==> src/rtl/tkd_pkg.sv <==
// Shared types, key codes and decode functions for the terminal key decoder.
package tkd_pkg;

   localparam int ScreenWidth = 10;

   // Key codes on the result channel
   localparam logic [8:0] KEY_ESC   = 9'h01b;
   localparam logic [8:0] KEY_QUIT  = 9'h011;
   localparam logic [8:0] KEY_LEFT  = 9'd256;
   localparam logic [8:0] KEY_RIGHT = 9'd257;
   localparam logic [8:0] KEY_UP    = 9'd258;
   localparam logic [8:0] KEY_DOWN  = 9'd259;
   localparam logic [8:0] KEY_HOME  = 9'd260;
   localparam logic [8:0] KEY_DEL   = 9'd261;
   localparam logic [8:0] KEY_END   = 9'd262;
   localparam logic [8:0] KEY_PGUP  = 9'd263;
   localparam logic [8:0] KEY_PGDN  = 9'd264;

   // Input characters
   localparam logic [7:0] CH_ESC     = 8'h1b;
   localparam logic [7:0] CH_TILDE   = 8'h7e;
   localparam logic [7:0] CH_BRACKET = 8'h5b;
   localparam logic [7:0] CH_UPPER_O = 8'h4f;
   localparam logic [7:0] CH_DIGIT_0 = 8'h30;
   localparam logic [7:0] CH_DIGIT_9 = 8'h39;

   // Command codes
   localparam logic CMD_BYTE    = 1'b0;
   localparam logic CMD_TIMEOUT = 1'b1;

   // Register indexes (word address bit)
   localparam logic REG_SCREEN_ROWS = 1'b0;
   localparam logic REG_SCREEN_COLS = 1'b1;

   localparam logic [ScreenWidth-1:0] ROWS_RESET = 10'd24;
   localparam logic [ScreenWidth-1:0] COLS_RESET = 10'd80;

   typedef enum logic [2:0] {
      PH_IDLE  = 3'd0,
      PH_ESC   = 3'd1,
      PH_FIRST = 3'd2,
      PH_DIGIT = 3'd3
   } phase_type;

   typedef struct packed {
      phase_type              phase;
      logic [7:0]             first_seq_byte;
      logic [7:0]             held_digit;
      logic [ScreenWidth-1:0] col_pos;
      logic [ScreenWidth-1:0] row_pos;
   } state_type;

   typedef struct packed {
      logic                   key_valid;
      logic [8:0]             key_code;
      logic                   quit;
      logic [ScreenWidth-1:0] cursor_col;
      logic [ScreenWidth-1:0] cursor_row;
   } result_type;

   function automatic logic [8:0] letter_key(input logic [7:0] b);
      logic [8:0] k;
      case (b)
         8'h41:   k = KEY_UP;
         8'h42:   k = KEY_DOWN;
         8'h43:   k = KEY_RIGHT;
         8'h44:   k = KEY_LEFT;
         8'h48:   k = KEY_HOME;
         8'h46:   k = KEY_END;
         default: k = KEY_ESC;
      endcase
      return k;
   endfunction

   function automatic logic [8:0] digit_key(input logic [7:0] d);
      logic [8:0] k;
      case (d)
         8'h31, 8'h37: k = KEY_HOME;
         8'h33:        k = KEY_DEL;
         8'h34, 8'h38: k = KEY_END;
         8'h35:        k = KEY_PGUP;
         8'h36:        k = KEY_PGDN;
         default:      k = KEY_ESC;
      endcase
      return k;
   endfunction

endpackage

==> src/rtl/tkd_step.sv <==
// One decode step: escape parser and cursor update for a single transfer.
module tkd_step (
   input  tkd_pkg::state_type               state_cur,
   input  logic                             cmd,
   input  logic [7:0]                       in_byte,
   input  logic [tkd_pkg::ScreenWidth-1:0]  screen_rows,
   input  logic [tkd_pkg::ScreenWidth-1:0]  screen_cols,
   output tkd_pkg::state_type               state_next,
   output tkd_pkg::result_type              result
);
   import tkd_pkg::*;

   logic                   timeout;
   logic                   is_digit;
   logic                   key_valid;
   logic [8:0]             key_code;
   phase_type              phase_next;
   logic [ScreenWidth-1:0] last_col;
   logic [ScreenWidth-1:0] last_row;
   logic [ScreenWidth-1:0] col_clamp;
   logic [ScreenWidth-1:0] row_clamp;
   logic [ScreenWidth-1:0] col_next;
   logic [ScreenWidth-1:0] row_next;

   assign timeout  = (cmd == CMD_TIMEOUT);
   assign is_digit = (in_byte >= CH_DIGIT_0) && (in_byte <= CH_DIGIT_9);

   // Next parse phase
   always_comb begin
      phase_next = PH_IDLE;
      case (state_cur.phase)
         PH_ESC: begin
            phase_next = timeout ? PH_IDLE : PH_FIRST;
         end
         PH_FIRST: begin
            if (!timeout && state_cur.first_seq_byte == CH_BRACKET && is_digit) begin
               phase_next = PH_DIGIT;
            end
         end
         PH_DIGIT: phase_next = PH_IDLE;
         default: begin
            if (!timeout && in_byte == CH_ESC) begin
               phase_next = PH_ESC;
            end
         end
      endcase
   end

   // Key decode
   always_comb begin
      key_valid = 1'b0;
      key_code  = '0;
      case (state_cur.phase)
         PH_ESC: begin
            if (timeout) begin
               key_valid = 1'b1;
               key_code  = KEY_ESC;
            end
         end
         PH_FIRST: begin
            if (timeout) begin
               key_valid = 1'b1;
               key_code  = KEY_ESC;
            end else if (!(state_cur.first_seq_byte == CH_BRACKET && is_digit)) begin
               key_valid = 1'b1;
               if (state_cur.first_seq_byte == CH_BRACKET) begin
                  key_code = letter_key(in_byte);
               end else if (state_cur.first_seq_byte == CH_UPPER_O &&
                            (in_byte == 8'h48 || in_byte == 8'h46)) begin
                  key_code = letter_key(in_byte);
               end else begin
                  key_code = KEY_ESC;
               end
            end
         end
         PH_DIGIT: begin
            key_valid = 1'b1;
            key_code  = (!timeout && in_byte == CH_TILDE) ?
                        digit_key(state_cur.held_digit) : KEY_ESC;
         end
         default: begin
            if (!timeout && in_byte != CH_ESC) begin
               key_valid = 1'b1;
               key_code  = {1'b0, in_byte};
            end
         end
      endcase
   end

   // Cursor: zero-size screen acts as one; clamp before moving
   assign last_col  = (screen_cols == '0) ? '0 : screen_cols - 1'b1;
   assign last_row  = (screen_rows == '0) ? '0 : screen_rows - 1'b1;
   assign col_clamp = (state_cur.col_pos > last_col) ? last_col : state_cur.col_pos;
   assign row_clamp = (state_cur.row_pos > last_row) ? last_row : state_cur.row_pos;

   always_comb begin
      col_next = state_cur.col_pos;
      row_next = state_cur.row_pos;
      if (key_valid) begin
         col_next = col_clamp;
         row_next = row_clamp;
         case (key_code)
            KEY_LEFT:  if (col_clamp != '0)      col_next = col_clamp - 1'b1;
            KEY_RIGHT: if (col_clamp < last_col) col_next = col_clamp + 1'b1;
            KEY_UP:    if (row_clamp != '0)      row_next = row_clamp - 1'b1;
            KEY_DOWN:  if (row_clamp < last_row) row_next = row_clamp + 1'b1;
            KEY_HOME:  col_next = '0;
            KEY_END:   col_next = last_col;
            KEY_PGUP:  row_next = '0;
            KEY_PGDN:  row_next = last_row;
            default:   ;
         endcase
      end
   end

   always_comb begin
      state_next       = state_cur;
      state_next.phase = phase_next;
      if (state_cur.phase == PH_ESC && !timeout) begin
         state_next.first_seq_byte = in_byte;
      end
      if (state_cur.phase == PH_FIRST && phase_next == PH_DIGIT) begin
         state_next.held_digit = in_byte;
      end
      state_next.col_pos = col_next;
      state_next.row_pos = row_next;
   end

   assign result.key_valid  = key_valid;
   assign result.key_code   = key_code;
   assign result.quit       = key_valid && (key_code == KEY_QUIT);
   assign result.cursor_col = col_next;
   assign result.cursor_row = row_next;

endmodule

==> src/rtl/terminal_key_decoder_cursor_unit.sv <==
// Top level: terminal escape-sequence key decoder with cursor tracking.
// Path: an input transfer goes into the input register, then is decoded
//   into the result register, from which the result is offered.
// Throughput: one transfer per cycle unless the result channel stalls;
//   the parse/cursor state updates with each decoded item, so
//   consecutive bytes never wait on each other.
// Reset (synchronous): parser idle, cursor at 0,0, screen 24 rows x 80 cols.
module terminal_key_decoder_cursor_unit (
   input  logic                             clock,
   input  logic                             reset,
   // input channel
   input  logic                             req_valid,
   output logic                             req_stall,
   input  logic                             req_cmd,
   input  logic [7:0]                       req_in_byte,
   // result channel
   output logic                             rsp_valid,
   input  logic                             rsp_stall,
   output logic                             rsp_key_valid,
   output logic [8:0]                       rsp_key_code,
   output logic                             rsp_quit,
   output logic [tkd_pkg::ScreenWidth-1:0]  rsp_cursor_col,
   output logic [tkd_pkg::ScreenWidth-1:0]  rsp_cursor_row,
   // configuration port
   input  logic                             csr_psel,
   input  logic                             csr_penable,
   input  logic                             csr_pwrite,
   input  logic [2:0]                       csr_paddr,
   input  logic [31:0]                      csr_pwdata,
   output logic [31:0]                      csr_prdata,
   output logic                             csr_pready
);
   import tkd_pkg::*;

   // Input register
   logic       in_valid_ff, in_valid_in;
   logic       in_cmd_ff;
   logic [7:0] in_byte_ff;

   // Decoder state and result register
   state_type  state_ff, state_in;
   result_type rsp_ff, step_result;
   logic       rsp_valid_ff, rsp_valid_in;

   // Screen size registers
   logic [ScreenWidth-1:0] rows_ff, rows_in;
   logic [ScreenWidth-1:0] cols_ff, cols_in;

   logic out_free;
   logic advance;
   logic in_take;
   logic csr_write;

   // The result register frees up when empty or when its transfer completes.
   assign out_free  = !rsp_valid_ff || !rsp_stall;
   assign advance   = in_valid_ff && out_free;
   assign req_stall = in_valid_ff && !out_free;
   assign in_take   = req_valid && !req_stall;

   assign in_valid_in  = in_take ? 1'b1 : (advance ? 1'b0 : in_valid_ff);
   assign rsp_valid_in = advance ? 1'b1 : (out_free ? 1'b0 : rsp_valid_ff);

   always_ff @(posedge clock) begin
      if (reset) begin
         in_valid_ff <= 1'b0;
      end else begin
         in_valid_ff <= in_valid_in;
      end
   end

   // Payload held while the input register is stalled
   always_ff @(posedge clock) begin
      if (in_take) begin
         in_cmd_ff  <= req_cmd;
         in_byte_ff <= req_in_byte;
      end
   end

   tkd_step u_step (
      .state_cur   (state_ff),
      .cmd         (in_cmd_ff),
      .in_byte     (in_byte_ff),
      .screen_rows (rows_ff),
      .screen_cols (cols_ff),
      .state_next  (state_in),
      .result      (step_result)
   );

   // State moves only when the decoded item goes into the result register.
   always_ff @(posedge clock) begin
      if (reset) begin
         state_ff.phase          <= PH_IDLE;
         state_ff.first_seq_byte <= '0;
         state_ff.held_digit     <= '0;
         state_ff.col_pos        <= '0;
         state_ff.row_pos        <= '0;
         rsp_valid_ff            <= 1'b0;
      end else begin
         if (advance) begin
            state_ff <= state_in;
         end
         rsp_valid_ff <= rsp_valid_in;
      end
   end

   always_ff @(posedge clock) begin
      if (advance) begin
         rsp_ff <= step_result;
      end
   end

   assign rsp_valid      = rsp_valid_ff;
   assign rsp_key_valid  = rsp_ff.key_valid;
   assign rsp_key_code   = rsp_ff.key_code;
   assign rsp_quit       = rsp_ff.quit;
   assign rsp_cursor_col = rsp_ff.cursor_col;
   assign rsp_cursor_row = rsp_ff.cursor_row;

   // Config: word address picks the register, low address bits are byte offset.
   assign csr_pready = 1'b1;
   assign csr_write  = csr_psel && csr_penable && csr_pwrite;

   always_comb begin
      rows_in = rows_ff;
      cols_in = cols_ff;
      if (csr_write) begin
         case (csr_paddr[2])
            REG_SCREEN_ROWS: rows_in = csr_pwdata[ScreenWidth-1:0];
            REG_SCREEN_COLS: cols_in = csr_pwdata[ScreenWidth-1:0];
            default:         ;
         endcase
      end
   end

   always_ff @(posedge clock) begin
      if (reset) begin
         rows_ff <= ROWS_RESET;
         cols_ff <= COLS_RESET;
      end else begin
         rows_ff <= rows_in;
         cols_ff <= cols_in;
      end
   end

   always_comb begin
      csr_prdata = '0;
      case (csr_paddr[2])
         REG_SCREEN_ROWS: csr_prdata = {{(32-ScreenWidth){1'b0}}, rows_ff};
         REG_SCREEN_COLS: csr_prdata = {{(32-ScreenWidth){1'b0}}, cols_ff};
         default:         csr_prdata = '0;
      endcase
   end

   // Assertions
   a_nokey_clear: assert property (@(posedge clock) disable iff (reset)
      (rsp_valid && !rsp_key_valid) |-> (rsp_key_code == '0 && !rsp_quit))
      else $error("result without key carries a code or quit");

   a_quit_code: assert property (@(posedge clock) disable iff (reset)
      (rsp_valid && rsp_quit) |-> (rsp_key_valid && rsp_key_code == KEY_QUIT))
      else $error("quit raised for a key other than ctrl-q");

   a_stall_full: assert property (@(posedge clock) disable iff (reset)
      req_stall |-> (in_valid_ff && rsp_valid_ff))
      else $error("input stalled with room in the pipeline");

   a_digit_ends: assert property (@(posedge clock) disable iff (reset)
      (advance && state_ff.phase == PH_DIGIT) |=> (state_ff.phase == PH_IDLE &&
                                                   rsp_key_valid))
      else $error("sequence did not finish after the digit byte");

endmodule
==> config.mk <==
export PLATFORM = sky130hd
export DESIGN_NAME = terminal_key_decoder_cursor_unit
export DESIGN_NICKNAME = d
export VERILOG_FILES = /design/src/rtl/tkd_pkg.sv /design/src/rtl/tkd_step.sv /design/src/rtl/terminal_key_decoder_cursor_unit.sv
export SDC_FILE = /design/constraint.sdc
export NUM_CORES = 1
export LEC_CHECK = 0
export BUFFER_PORTS_ARGS = -buffer_cell sky130_fd_sc_hd__buf_4
export CAP_MARGIN = 20
export CORE_MARGIN = 3
export CORE_UTILIZATION = 59
export DETAILED_ROUTE_END_ITERATION = 6
export PLACE_DENSITY = 0.82
export SYNTH_ARGS = -nofsm -noshare
export SYNTH_HDL_FRONTEND = slang
export SYNTH_SLANG_ARGS = --single-unit
==> constraint.sdc <==
create_clock -name clock -period 7.9 [get_ports clock]
set_input_delay 0.79 -clock clock [delete_from_list [all_inputs] [get_ports clock]]
set_output_delay 0.79 -clock clock [all_outputs]
set_load 0.01 [all_outputs]
Yosys cells after proc, flatten, opt, wreduce, memory -nomap -nowiden. Index checks and enable logic that the tools add are counted.

Flip-flop bits (word level): 101. Input bits: 51. Word-level logic and storage cells: 131.

Add/subtract/negate cells: 6. Order comparisons: 6. Eq/ne operators: 31. Muxes and demuxes: 36. Bitwise gates (word level): 1. Reduce and logical (&&, ||, !) cells: 35.

Operator list (count): $mux W10 (10); $pmux W10 S4 (2); $eq A8 B7 Y1 const B (9); $eq A9 B9 Y1 const B (8); $pmux W32 S2 (1); $eq A8 B6 Y1 const B (7); $pmux W9 S6 (1); $mux W9 (5); $pmux W9 S5 (1); $sub A10 B1 Y10 const B (4); $pmux W9 S3 (1); $add A10 B1 Y10 const B (2); $gt A10 B10 Y1 (2); $logic_not A10 Y1 (2); $lt A10 B10 Y1 (2); $reduce_bool A10 Y1 (2); $logic_and A1 B1 Y1 (16); $eq A3 B2 Y1 const B (3); $eq A9 B5 Y1 const B (1); $mux W1 (9); $pmux W3 S3 (1); $eq A8 B5 Y1 const B (1); $ge A8 B6 Y1 const B (1); $le A8 B6 Y1 const B (1); 12 further kinds (23).

Logic depth before layout (Yosys ltp).
Depth after elaboration: 11. Mapped depth: 27. Mapped depth without buffers: 24.

Modules after synthesis. Synthesis repeated with hierarchy kept, for this count alone.

Cells, all modules: 1054. Area total of the unflattened synthesis: 8956.1 um^2.

By module, submodules not included: tkd_step (instances 1, cells each 720, area each 4787.1 um^2); terminal_key_decoder_cursor_unit (instances 1, cells each 334, area each 4169.0 um^2).

Worst setup path after synthesis. OpenSTA, ideal clock, no wires.

Kind: register -> register. From: register cols_ff[0]. To: register rsp_ff, in the netlist rsp_cursor_col[6] (data pin). Library setup time: 0.268 ns. Arrival time: 6.022 ns. Slack: 1.611 ns. Cell stages (with the launch flop): 26. Path buffers: 3. Period minus slack after synthesis: 6.289 ns. Cell sequence: dfxtp_1 clkbuf_1 inv_1 ha_1 or3b_1 or4_1 and2_1 ha_1 and4_1 o211ai_1 or4b_2 clkbuf_1 nand2_1 clkbuf_1 a21oi_1 inv_1 ha_1 and3_1 o311a_1 a211oi_1 o211ai_1 a211oi_1 nand3_1 xor2_1 a221oi_1 o21ai_0.

RTL lines: start, declared (line terminal_key_decoder_cursor_unit.sv:47) `logic [ScreenWidth-1:0] cols_ff, cols_in;`; start signal, assigned (line terminal_key_decoder_cursor_unit.sv:141) `cols_ff <= cols_in;`; end signal, assigned (line terminal_key_decoder_cursor_unit.sv:108) `rsp_ff <= step_result;`; end, declared (line terminal_key_decoder_cursor_unit.sv:42) `result_type rsp_ff, step_result;`.

==> results.yml <==
floorplanning:
  rows: 42
  initial_core_util_pct: 61.8
  core_mm2: 0.0136
  die_h_um: 125
  dieArea_mm2: 0.0157
  fp.dieW_um: 125
  ios: 117
logic_synthesis:
  synth_ff_type: "dfxtp_1"
  yosysUniqueCellTypes: 90
  syn_area_mm2: 0.00839
  yosysWarnings: 0
  yosysMostFrequentCell: "nand2_1"
  synth_common_cells: "nand2_1, nor2_1, a21oi_1"
  synth.yosys.seq_area_share_pct: 28.6
  synth_enable_flop_cells: 40
  synthTopCellsByArea: "dfxtp_1, edfxtp_1, ha_1"
  ys_async_sr_fraction_pct: 0
  yosysTopAreaCellShare_pct: 14.3
  synth-seq-cells: 100
  syn_area_per_cell_um2: 7.84
  synth_top_cell_by_area: "dfxtp_1"
  synth_cells: 1069
timing:
  fin_crit_ps: 7180
  tightest_slew_ps: 1040
  final.setup_skew_ps: 15.1
  relSlewSlack_pct: 30.8
  fin_tns_setup_ps: 0
  slew_violations: 0
  period_share_pct: 90.9
  setup_viol: 0
  clock.fmax_ghz: 0.139
  hold_viol: 0
  whs_ps: 497
  rsz0062_at_grt: "no"
detailed_routing:
  dr.pass1.iters: 5
  wl_per_cell_um: 18.3
  routed_wirelength_um: 23600
  initialDrtViolationCount: 1107
  ant_nets: 0
  via_per_inst: 6.51
  vias: 8423
  drc: 0
finish:
  nNetsFinal: 1207
  fin_util_pct: 68.3
  diodes: 0
  n_fill_cell: 1138
  postLayoutCellArea_mm2: 0.00927
  area_growth_pct: 10.5
  drive_gt1_share_pct: 13.1
global_routing:
  grt_max_degree: 62
  grt_pass1_wl_um: 38300
  grt-ovfl-total: 0
  grt_pass1_vias: 7596
  antenna_found_initial: 0
  grt_usage_pct: 29.2
setup_path:
  crit_arrival_ps: 7240
  r2r_cells: 22
  crit_path_end_kind: "flip-flop"
  cp_max_fo: 13
  r2r_end: "rsp_cursor_row[1]"
  startpoint_type: "flip-flop"
  worstPathRequired_ps: 7960
  reg2reg_from: "rows_ff[0]"
  regToRegSetupSlack_ps: 720
  path_class: "reg2reg"
power_and_ir_drop:
  power_uw: 1520
  p_per_area_mw_per_mm2: 164
  ir_worst_vdd_mv: 0.157
  power_leakage_uw: 0.00371
clock_network:
  clock-sinks: 100
  clkTransAtPathRegs_ps: 70
  cts_root_buffer: "clkbuf_16"
  cts_tree: "done"
  cts_made_buffers: 9
  clockBufferDepth: 2
  ctsHoldBuffers: 0
  postCtsResizedCells: 0
  clock_latency_ps: 360
  cts_max_level: 3
  post_cts_buffers: 0
hold_path:
  hold_end: "state_ff[27]"
  min_from: "state_ff[27]"
  holdPathStages: 1
  min_path_type: "reg2reg"
place:
  place_congestion: 0.977
  io_buffers: 69
  postPlaceCellArea_mm2: 0.00896
  dp_hpwl_um: 18000
job:
  drv_cap: 0
outcome:
  status: "finished clean"
cell families after synthesis:
| family | count (synthesis) | synth area share (%) |
|---|---|---|
| AOI/OAI and AO/OA | 284 | 22.5 |
| xor gates and xnor gates | 26 | 2.72 |
| adders and majority gates | 44 | 6.57 |
| buffers and inverters | 123 | 6.62 |
| DFF | 100 | 28.6 |
| muxes | 32 | 4.00 |
| other | 2 | 0.0896 |
| and+or+nand+nor | 458 | 28.9 |
per-stage QoR:
step / setup slack [ps] / instances
2_1_floorplan: 1610 / 1090
3_3_place_gp: 881 / 1277
3_5_place_dp: 869 / 1277
4_1_cts: 839 / 1293
5_1_grt: 234 / 1293
6_report: 720 / 1293
power breakdown:
part	switching, uW	internal (uW)
Combinational	310	181
Clock	213	224
Sequential	29.7	564
flip-flops by register name (all words and copies together), names as in the netlist:
register,flops
state_ff,38
cols_ff,10
rows_ff,10
rsp_cursor_col,10
rsp_cursor_row,10
rsp_key_code,9
in_byte_ff,8
in_cmd_ff,1
in_valid_ff,1
rsp_key_valid,1
rsp_quit,1
rsp_valid,1
worst max-delay path, stage by stage (launching register included):
cell      delay [ps]
dfxtp_1          410
inv_1            110
ha_1             420
or4b_2           690
nor4_2           500
nor2_1           200
inv_1            160
ha_1             270
a211o_1          260
o211ai_1         140
o311a_1          460
nor2_1           310
a21oi_1          470
ha_1             380
nand2_1           80
a221oi_1         270
nand4_1          240
a22oi_1          250
buf_4            180
nand2_1          140
mux2i_1          150
a211oi_1         540
o21ai_0          230
worst max-delay path by stage:
stage	startpoint	endpoint	slack [ps]	depth (start not counted)
3_3_place_gp	rows_ff[0]	rsp_cursor_row[4]	880	21
2_1_floorplan	cols_ff[0]	rsp_cursor_col[6]	1610	25
6_report	rows_ff[0]	rsp_cursor_row[1]	720	22
3_5_place_dp	rows_ff[0]	rsp_cursor_row[4]	870	21
5_1_grt	rows_ff[0]	rsp_cursor_row[4]	230	21
4_1_cts	rows_ff[0]	rsp_cursor_row[4]	840	21
placed cells by master (no fill, tap or decap), types with 9 or more instances in the layout:
master,n
and2_1,17
conb_1,23
nand2_1,131
edfxtp_1,40
and4_1,9
mux2i_1,20
clkbuf_16,9
o31ai_1,9
dfxtp_1,60
nand2b_1,11
a211oi_1,32
or3_1,12
o21ai_0,43
inv_1,44
nor2_1,91
a21oi_1,86
buf_4,88
ha_1,44
nand3_1,31
and3_1,11
nor3_1,43
nand4_1,23
mux2_2,12
xor2_1,9
a31oi_1,10
xnor2_1,17
final cells by class:
type / instances / area [um^2] / share of cell area, %
flip-flops and latches: 100 / 2400 / 25.9
multi-input cells: 867 / 5510 / 59.5
clock inverters: 7 / 75.1 / 0.810
clock buffers: 9 / 225 / 2.43
repair buffers: 88 / 661 / 7.13
well taps: 176 / 220 / 2.38
inverters: 46 / 173 / 1.86
layer usage:
| metal | global-route usage [%] | wire, um | vias to the layer above |
|---|---|---|---|
| met1 | 40.9 | 10400 | 3892 |
| met4 | 7.91 | 549 | 0 |
| li1 | - | - | 4023 |
| met2 | 46.2 | 10400 | 454 |
| met3 | 5.80 | 2280 | 54 |
| met5 | 0 | 0 | - |
Power figures use the tool's default switching activity.
